**src/rtl/solution_separation_protection_level_assert.svh**
```systemverilog
// Assertion macros shared by the protection level block.
`ifndef SOLUTION_SEPARATION_PROTECTION_LEVEL_ASSERT_SVH
`define SOLUTION_SEPARATION_PROTECTION_LEVEL_ASSERT_SVH
// Implication checked at every clock edge, quiet during reset.
`define SSPL_ASSERT_IMP(label, ante, cons) \
  label: assert property (@(posedge clk) disable iff (rst) (ante) |-> (cons)) \
    else $error("assertion failed");
// Implication whose consequent is checked in the cycle after the antecedent.
`define SSPL_ASSERT_NEXT(label, ante, cons) \
  label: assert property (@(posedge clk) disable iff (rst) (ante) |=> (cons)) \
    else $error("assertion failed");
`endif

```
**src/rtl/sspl_pkg.sv**
```systemverilog
// Package: types, constants and helpers for the protection level block.
package sspl_pkg;
  localparam int FRAC_BITS_DEF = 16;
  localparam logic [31:0] GAIN_MAIN = 32'd349307;
  localparam logic [31:0] GAIN_SEP  = 32'd334234;
  localparam logic [31:0] U32MAX    = 32'hFFFF_FFFF;
  localparam logic [0:0] KIND_START  = 1'b0;
  localparam logic [0:0] KIND_SUBSET = 1'b1;
  localparam logic [1:0] MODE_SAT   = 2'd1;
  localparam logic [1:0] MODE_FIXED = 2'd2;
  localparam logic [1:0] ACT_NONE   = 2'd0;
  localparam logic [1:0] ACT_EXCL   = 2'd1;
  localparam logic [1:0] ACT_FLOAT  = 2'd2;

  typedef struct packed {
    logic [0:0]  kind;
    logic        last;
    logic [31:0] sigma_east;
    logic [31:0] sigma_north;
    logic [31:0] sigma_up;
    logic signed [31:0] sep_east;
    logic signed [31:0] sep_north;
    logic signed [31:0] sep_up;
    logic [7:0]  subset_id;
    logic [1:0]  subset_mode;
    logic [7:0]  satellite;
    logic [31:0] ftest;
  } item_t;

  typedef struct packed {
    logic [31:0] hpl;
    logic [31:0] vpl;
    logic [7:0]  hor_src_id;
    logic [1:0]  hor_src_mode;
    logic [7:0]  hor_src_sat;
    logic [7:0]  ver_src_id;
    logic [7:0]  ver_src_sat;
    logic [1:0]  fde_mode;
    logic [7:0]  fde_id;
    logic [7:0]  fde_sat;
    logic [1:0]  fde_action;
    logic [31:0] fde_score;
  } result_t;

  // Round half up, shift out 16 gain fraction bits, saturate.
  function automatic logic [31:0] gain_round(input logic [63:0] p);
    logic [64:0] r;
    r = {1'b0, p} + 65'd32768;
    gain_round = (r[64:48] != 17'd0) ? U32MAX : r[47:16];
  endfunction

  function automatic logic [31:0] sat_add(input logic [31:0] a, input logic [31:0] b);
    logic [32:0] s;
    s = {1'b0, a} + {1'b0, b};
    sat_add = s[32] ? U32MAX : s[31:0];
  endfunction
endpackage

```
**src/rtl/sspl_queue.sv**
```systemverilog
// Short FIFO between the front end and the execution back end.
module sspl_queue (
  input  logic               clk,
  input  logic               rst,
  input  logic               push,
  input  sspl_pkg::item_t    push_data,
  input  logic               pop,
  output logic               not_empty,
  output logic               full,
  output sspl_pkg::item_t    head
);
  sspl_pkg::item_t mem [2];
  logic wp, rp;
  logic [1:0] count;

  assign not_empty = (count != 2'd0);
  assign full      = (count == 2'd2);
  assign head      = mem[rp];

  always_ff @(posedge clk) begin
    if (push) begin
      mem[wp] <= push_data;
    end
  end

  always_ff @(posedge clk) begin
    if (rst) begin
      wp <= 1'b0;
      rp <= 1'b0;
      count <= 2'd0;
    end else begin
      if (push) wp <= ~wp;
      if (pop) rp <= ~rp;
      count <= count + {1'b0, push} - {1'b0, pop};
    end
  end
endmodule

```
**config.mk**
```make
export PLATFORM = sky130hd
export DESIGN_NAME = sspl_queue
export DESIGN_NICKNAME = d
export VERILOG_FILES = /design/src/rtl/solution_separation_protection_level_assert.svh /design/src/rtl/sspl_pkg.sv /design/src/rtl/sspl_queue.sv
export SDC_FILE = /design/constraint.sdc
export NUM_CORES = 1
export LEC_CHECK = 0
export BUFFER_PORTS_ARGS = -buffer_cell sky130_fd_sc_hd__buf_2
export CAP_MARGIN = 10
export CORE_MARGIN = 8
export CORE_UTILIZATION = 59
export CTS_BUF_LIST = sky130_fd_sc_hd__clkbuf_8
export DETAILED_ROUTE_END_ITERATION = 10
export PLACE_DENSITY = 0.88
export SYNTH_ARGS = -nofsm -noshare
export SYNTH_HDL_FRONTEND = slang
export SYNTH_SLANG_ARGS = --single-unit
```
**constraint.sdc**
```tcl
create_clock -name clk -period 27.5 [get_ports clk]
set_clock_uncertainty 0.05 [all_clocks]
set_input_delay 5.5 -clock clk [delete_from_list [all_inputs] [get_ports clk]]
set_output_delay 5.5 -clock clk [all_outputs]
set_load 0.1 [all_outputs]
```
* Word-level counts from Yosys, hierarchy flattened
Memories as Yosys holds them, arrays and structs flattened. A register that Yosys moved wholly into a read port is not among the register bits.
Index checks and enable logic that the tools add are counted.
** Word-level totals
- Bits in registers :: 4
- Latch bits :: 0
- Memory bits (writable) :: 488
- ROM bits :: 0
- Output and inout port bits :: 246
- Logic and storage cells :: 14
- Memories kept :: 1
** Memories
- mem :: words 2, bits a word 244, read ports 1, clocked after memory_dff 1, write ports 1, line sspl_queue.sv:12 : sspl_pkg::item_t mem [2];
** Cells by class
- Add/sub/neg operators :: 2
- Multipliers :: 0
- Divide/modulo/power cells :: 0
- $lt $le $gt $ge :: 0
- Equal/unequal tests :: 1
- Shift-type cells :: 0
- Muxes and demuxes :: 4
- Bitwise gates (word level) :: 2
- Reductions and logical operators :: 1
** Operators with widths (number)
- two-way mux 1 bit :: 4
- adder 2 x 1 -> 2 bit :: 1
- equality test 2 bit, second input constant :: 1
- NOT 1 bit :: 2
- nonzero test 2 bit :: 1
- subtractor 2 x 1 -> 2 bit :: 1

* Logic depth before layout (Yosys ltp)
Gate-level depths: netlist of the first run.
- Depth in word-level cells :: 3
- Gate-level depth with buffers :: 6

* Worst setup path before layout of the first run
No wires, ideal clock.
- Path type :: input -> register
- From :: input push
- To :: memory mem[0][0] (netlist bit), enable pin
- Library setup time :: 0.882 ns
- Data arrival time :: 16.003 ns
- Setup slack :: 10.565 ns
- Stages on the path :: 1
- Cells stage by stage :: nor2b_1
** Between the ends
- Word-level cells in the longest chain between the ends :: 2
** RTL lines
- start, declared :: line sspl_queue.sv:5 : input logic push,
- two-way mux 1 bit :: line sspl_queue.sv:21 : if (push) begin
- two-way mux 1 bit (not written as such) :: line sspl_queue.sv:22 : mem[wp] <= push_data;
- end, declared :: line sspl_queue.sv:12
No other way between the ends.

==> results of run 1 <==
-- power by group through the flow --
| stage | registers [uW] | clock network [uW] | logic, uW |
|---|---|---|---|
| finish | 897 | 559 | 479 |
| global placement | 908 | 0 | 475 |
| global route | 900 | 604 | 491 |
| CTS | 897 | 573 | 482 |
| floorplan | 917 | 0 | 406 |
| detailed placement | 912 | 0 | 481 |
-- logic make-up after synthesis --
kind of cell / count (synthesis) / synth area share (%)
XOR/XNOR: 3 / 0.2167
AND/OR/NAND/NOR: 9 / 0.2506
buffers and inverters: 29 / 1.415
adder cells (fa/ha/maj): 2 / 0.1354
flip-flops: 493 / 79.86
multiplexers: 244 / 18.12
-- flip-flops by register name, indices dropped and copies added, names as in the netlist, named ones only --
| name | flops |
|---|---|
| mem | 488 |
| count | 2 |
| rp | 1 |
| wp | 1 |
-- placed cells by master, fill, tap and decap left out, drive strengths merged --
| master | count |
|---|---|
| buf | 502 |
| clkinv | 30 |
| mux2 | 244 |
| nor2 | 4 |
| ha | 2 |
| bufinv | 2 |
| edfxtp | 488 |
| clkbuf | 77 |
| xnor3 | 1 |
| nor2b | 3 |
| xnor2 | 2 |
| clkinvlp | 1 |
| or2 | 1 |
| diode | 14 |
| and2 | 1 |
| inv | 31 |
| dfxtp | 5 |
-- metrics by stage --
stage          total power [uW]  util, %  std cells
2_1_floorplan              1323        -        780
3_3_place_gp               1383    69.16       1651
3_5_place_dp               1393    69.16       1651
4_1_cts                    1952    73.76       1790
5_1_grt                    1995    73.83       1799
6_report                   1935    73.87       1804
-- tightest hold or removal path: stages, from the launching register on --
cell	delay, ps
dfxtp_1	340
xnor2_1	90
nor2_1	80
-- layout make-up --
cell class	instances	area share, %
Inverter	2	0.03305
Multi-Input combinational cell	258	15.27
Timing Repair Buffer	502	11.16
Sequential cell	493	64.97
Antenna cell	14	0.1542
Clock inverter	62	1.564
Tap cell	396	2.181
Clock buffer	77	4.665
-- cells in the mapped netlist (all sizes together) --
library cell,instances
nor2,4
xnor3,1
mux2,244
and2,1
nor2b,3
or2,1
buf,27
inv,2
ha,2
edfxtp,488
xnor2,2
dfxtp,5
-- metal layers --
metal,part of all wire (%),global-route usage [%],up-vias
met3,10,8.435,123
met1,33,23.31,4701
met5,0.33,0,-
met2,53,41.10,523
met4,3.6,9.615,22
li1,-,-,4261
-- how the worst min path moves through the flow --
| stage | to | slack (ps) | start |
|---|---|---|---|
| finish | flip-flop | 500 | rp |
| global placement | flip-flop | 440 | rp |
| floorplan | flip-flop | 430 | rp |
| global route | flip-flop | 550 | rp |
| CTS | flip-flop | 510 | rp |
| detailed placement | rp | 460 | rp |
==> impl_metrics.env, run 1 <==
export IMPL_grt_pass1_wl_um=62000
export IMPL_fin_ws_ps=17770
export IMPL_synth_area_leader_cell="edfxtp_1"
export IMPL_die_area_mm2=0.03723
export IMPL_critPathBufInv=3
export IMPL_nNetsFinal=1584
export IMPL_setup_violations=0
export IMPL_syn2layout_area_growth_pct=22.95
export IMPL_gp_congestion=0.8098
export IMPL_hold_class="flip-flop to flip-flop"
export IMPL_pre_cts_ws_ps=18360
export IMPL_drive_gt1_share_pct=60.62
export IMPL_crit_family="buffers and inverters"
export IMPL_die_w_um=193.0
export IMPL_p_int_uw=1263
export IMPL_rr_worst_depth=3
export IMPL_clkLatencyLatePin_ps=570
export IMPL_rr_endpoint="mem[1][138]"
export IMPL_worstPathRequired_ps=21950
export IMPL_peakVddDrop_v=0.00007250
export IMPL_cts_buffers=77
export IMPL_hpwlAfterDp_um=31500
export IMPL_combPwrFrac_pct=24.8
export IMPL_root_buffer="clkbuf_8"
export IMPL_status="complete, no violations"
export IMPL_final_max_slew_violation_count=0
export IMPL_fmax_ghz=0.1028
export IMPL_finalWirelength_um=44000
export IMPL_antenna_found_initial=22
export IMPL_r2r_start="wp"
export IMPL_cp_endpoint="head[206]"
export IMPL_initial_core_util_pct=60.08
export IMPL_grt_pass1_vias=10360
export IMPL_drv_cap=0
export IMPL_relSlewSlack_pct=20.54
export IMPL_start_kind="flip-flop"
export IMPL_synth_cells=780
export IMPL_slowest_stage="dfxtp_4"
export IMPL_dr_pass1_iters=5
export IMPL_clkTransAtPathRegs_ps=60
export IMPL_cts_resized=0
export IMPL_clk_path_buf_depth=3
export IMPL_rows=64
export IMPL_postRouteAntennaNets=0
export IMPL_grt_max_degree=91
export IMPL_ctsHoldBuffers=0
export IMPL_die_y_um=193.0
export IMPL_worst_pin_slew_ps=1192
export IMPL_num_fill_cells=1711
export IMPL_seqPwrFrac_pct=46.3
export IMPL_fin_area_mm2=0.02272
export IMPL_min_period_ps=9728
export IMPL_io_pins=494
export IMPL_syn_area_mm2=0.01848
export IMPL_synth_top_area_share_pct=79.32
export IMPL_p_leak_uw=0.009005
export IMPL_dr_total_vias=9630
export IMPL_worst_path_stages=4
export IMPL_htree_levels=3
export IMPL_ys_top_cells_by_area="edfxtp_1 79%, mux2_4 13%, mux2_2 5.1%"
export IMPL_dpl_cell_area_mm2=0.02127
export IMPL_tns_ps=0
export IMPL_cpMostUsedCell="buf_4"
export IMPL_cts_setup_buffers=0
export IMPL_multi_input_area_mm2=0.003470
export IMPL_gr_usage_all_layers_pct=22.67
export IMPL_cpPeakStageDelay_ps=990
export IMPL_power_density_mw_per_mm2=85.19
export IMPL_rsz0062_at_grt="false"
export IMPL_ys_ff_latch=493
export IMPL_routed_via_density=5.338
export IMPL_wl_per_cell_um=24.39
export IMPL_arrival_ps=4180
export IMPL_regArea_mm2=0.01476
export IMPL_p_sw_uw=672.6
export IMPL_rrSetupSlack_ps=24480
export IMPL_fin_worst_hold_slack_ps=503.3
export IMPL_syn_nets=1030
export IMPL_hold_viol=0
export IMPL_cts_tree="done"
export IMPL_clock_sinks=493
export IMPL_grt_overflow_total=0
export IMPL_drc_errors=0
export IMPL_ys_types=14
export IMPL_swShare_pct=34.76
export IMPL_syn_avg_cell_area_um2=23.69
export IMPL_hold_path_depth=2
export IMPL_seq_area_frac_synth_pct=79.86
export IMPL_drt_iter0_drc=510
export IMPL_core_area_mm2=0.03075
export IMPL_critPathMaxFanout=69
export IMPL_min_period_over_period_pct=35.37
export IMPL_clockPowerShare_pct=28.9
export IMPL_cp_cell_sequence="buf_4, buf_4, mux2_4, buf_2"
export IMPL_port_buffers=493
export IMPL_critPathCaptureType="output port"
export IMPL_yosysWarnings=0
export IMPL_criticalPathCategory="flip-flop to output port"
No activity file was read; power rests on OpenSTA's default activity.
==> inputs of run 2 (changes only) <==
--- a/config.mk
+++ b/config.mk
@@ -8,10 +8,10 @@
 export BUFFER_PORTS_ARGS = -buffer_cell sky130_fd_sc_hd__buf_2
 export CAP_MARGIN = 10
 export CORE_MARGIN = 8
-export CORE_UTILIZATION = 59
+export CORE_UTILIZATION = 54
 export CTS_BUF_LIST = sky130_fd_sc_hd__clkbuf_8
 export DETAILED_ROUTE_END_ITERATION = 10
-export PLACE_DENSITY = 0.88
+export PLACE_DENSITY = 0.82
 export SYNTH_ARGS = -nofsm -noshare
 export SYNTH_HDL_FRONTEND = slang
 export SYNTH_SLANG_ARGS = --single-unit
==> constraint.sdc (replaced) <==
create_clock -name clk -period 9.2 [get_ports clk]
set_clock_uncertainty 0.05 [all_clocks]
set_input_delay 1.84 -clock clk [delete_from_list [all_inputs] [get_ports clk]]
set_output_delay 1.84 -clock clk [all_outputs]
set_load 0.1 [all_outputs]
==> run 2 against run 1 <==
  * Critical path depth is 1 lower
  * Routed wire length is 6.3% lower
  * Clock-buffer cell count is 4 higher
  * Via count is 2.5% lower
  * Register-to-register slack worse by 18000 ps
  * Non-clock buffer count is 2 lower
  * Hold slack worse by 16 ps
  * Combinational power grew to 3.0 times the previous value
==> impl_metrics.env, run 2 (synthesis gave the netlist of run 1 again) <==
export IMPL_status="complete, no violations"
export IMPL_routed_via_density=5.091
export IMPL_hpwlAfterDp_um=29040
export IMPL_regMostFlops="mem"
export IMPL_antenna_found_initial=14
export IMPL_cts_setup_buffers=0
export IMPL_setup_violations=0
export IMPL_cp_cell_sequence="buf_4, mux2_2, buf_2"
export IMPL_cts_buffers=76
export IMPL_fin_ws_ps=4154
export IMPL_largest_register_ffs=488
export IMPL_die_y_um=201.0
export IMPL_root_buffer="clkbuf_8"
export IMPL_p_total_uw=5676
export IMPL_start_kind="flip-flop"
export IMPL_die_area_mm2=0.04039
export IMPL_rr_worst_depth=3
export IMPL_grt_max_degree=189
export IMPL_power_density_mw_per_mm2=250.2
export IMPL_critPathCaptureType="output port"
export IMPL_wl_per_cell_um=22.35
export IMPL_fin_worst_hold_slack_ps=486.9
export IMPL_clk_path_buf_depth=3
export IMPL_hold_class="flip-flop to flip-flop"
export IMPL_grt_overflow_total=0
export IMPL_rows=67
export IMPL_pre_cts_ws_ps=4612
export IMPL_arrival_ps=3160
export IMPL_postRouteAntennaNets=0
export IMPL_postLayoutCoreUtil_pct=67.48
export IMPL_num_fill_cells=2183
export IMPL_clock_sinks=493
export IMPL_initial_core_util_pct=54.96
export IMPL_drive_gt1_share_pct=60.22
export IMPL_top_regs="mem x488, count x2"
export IMPL_grt_pass1_vias=10250
export IMPL_io_pins=494
export IMPL_die_w_um=201.0
export IMPL_port_buffers=493
export IMPL_worst_pin_slew_ps=1070
export IMPL_core_area_mm2=0.03362
export IMPL_tns_ps=0
export IMPL_nNetsFinal=1581
export IMPL_drt_iter0_drc=502
export IMPL_dr_pass1_iters=5
export IMPL_min_period_ps=5046
export IMPL_r2r_start="wp"
export IMPL_drv_cap=0
export IMPL_clkTransAtPathRegs_ps=60
export IMPL_hp_start="rp"
export IMPL_cts_tree="done"
export IMPL_criticalPathCategory="flip-flop to output port"
export IMPL_dr_total_vias=9388
export IMPL_rsz0062_at_grt="false"
export IMPL_rr_endpoint="mem[1][215]"
export IMPL_syn2layout_area_growth_pct=22.79
export IMPL_min_period_over_period_pct=54.85
export IMPL_rrSetupSlack_ps=6150
export IMPL_worstHoldEndpoint="rp"
export IMPL_grt_pass1_wl_um=60320
export IMPL_layout_commonest_cell="buf_2"
export IMPL_hold_viol=0
export IMPL_final_cell_mix="493 x buf_2, 488 x edfxtp_1, 160 x mux2_4, 84 x mux2_2, 81 x clkbuf_8"
export IMPL_fmax_ghz=0.1982
export IMPL_worstPathRequired_ps=7310
export IMPL_htree_levels=3
export IMPL_cpPeakStageDelay_ps=920
export IMPL_clkLatencyLatePin_ps=570
export IMPL_ctsHoldBuffers=0
export IMPL_gr_usage_all_layers_pct=19.48
export IMPL_gp_congestion=0.7623
export IMPL_peakVddDrop_v=0.0002047
export IMPL_critPathMaxFanout=61
export IMPL_p_leak_uw=0.008981
export IMPL_slowest_stage="buf_4"
export IMPL_finalWirelength_um=41210
export IMPL_hold_path_depth=2
export IMPL_relSlewSlack_pct=28.65
export IMPL_final_max_slew_violation_count=0
export IMPL_drc_errors=0
export IMPL_cts_resized=0
[run 2: cell count changes in the layout (fill, tap and decap cells not counted), sizes merged]
cell      change
clkinv       -15
inv           +5
clkbuf        +4
diode         -3
buf           -2
bufinv        -2
clkinvlp      +1
[run 2: final cells by class]
cell class,instances,area (um2),share of cell area [%]
Sequential cell,493,14760,65.05
Multi-Input combinational cell,258,3470,15.29
Timing Repair Buffer,500,2545,11.22
Clock buffer,81,1115,4.914
Tap cell,448,560.5,2.471
Clock inverter,51,202.7,0.8935
Antenna cell,11,27.53,0.1213
Inverter,2,7.507,0.03309
[run 2: metrics by stage]
step | area, um2 | cells
CTS | 22660 | 1833
floorplan | 18480 | 780
global placement | 21340 | 1701
finish | 22690 | 1844
detailed placement | 21340 | 1701
global route | 22680 | 1840
[run 2: critical path, delay by kind of cell, from the launching register on]
kind                   cells  cell delay, ps
multiplexers               1             330
flip-flops                 1             830
buffers and inverters      2            1360
[run 2: worst max-delay path by stage]
stage,cells past startpoint,to,startpoint,slack (ps)
5_1_grt,3,head[52],flip-flop,3960
4_1_cts,3,head[51],flip-flop,4090
3_3_place_gp,4,mem[1][223],push,4590
3_5_place_dp,4,mem[1][229],push,4610
2_1_floorplan,1,mem[0][0],push,520
6_report,3,head[51],flip-flop,4150
[run 2: metal layers]
layer  global-route usage [%]  share of wire (%)  vias up
met5                        0               0.13        -
met4                    6.597                2.1        8
met3                    8.246                9.5       68
met2                    34.62                 53      424
met1                    20.51                 36     4648
li1                         -                  -     4240
[run 2: report_power, final]
group	switching, uW	internal, uW
Clock	768	807
Combinational	1140	294
Sequential	43.5	2630
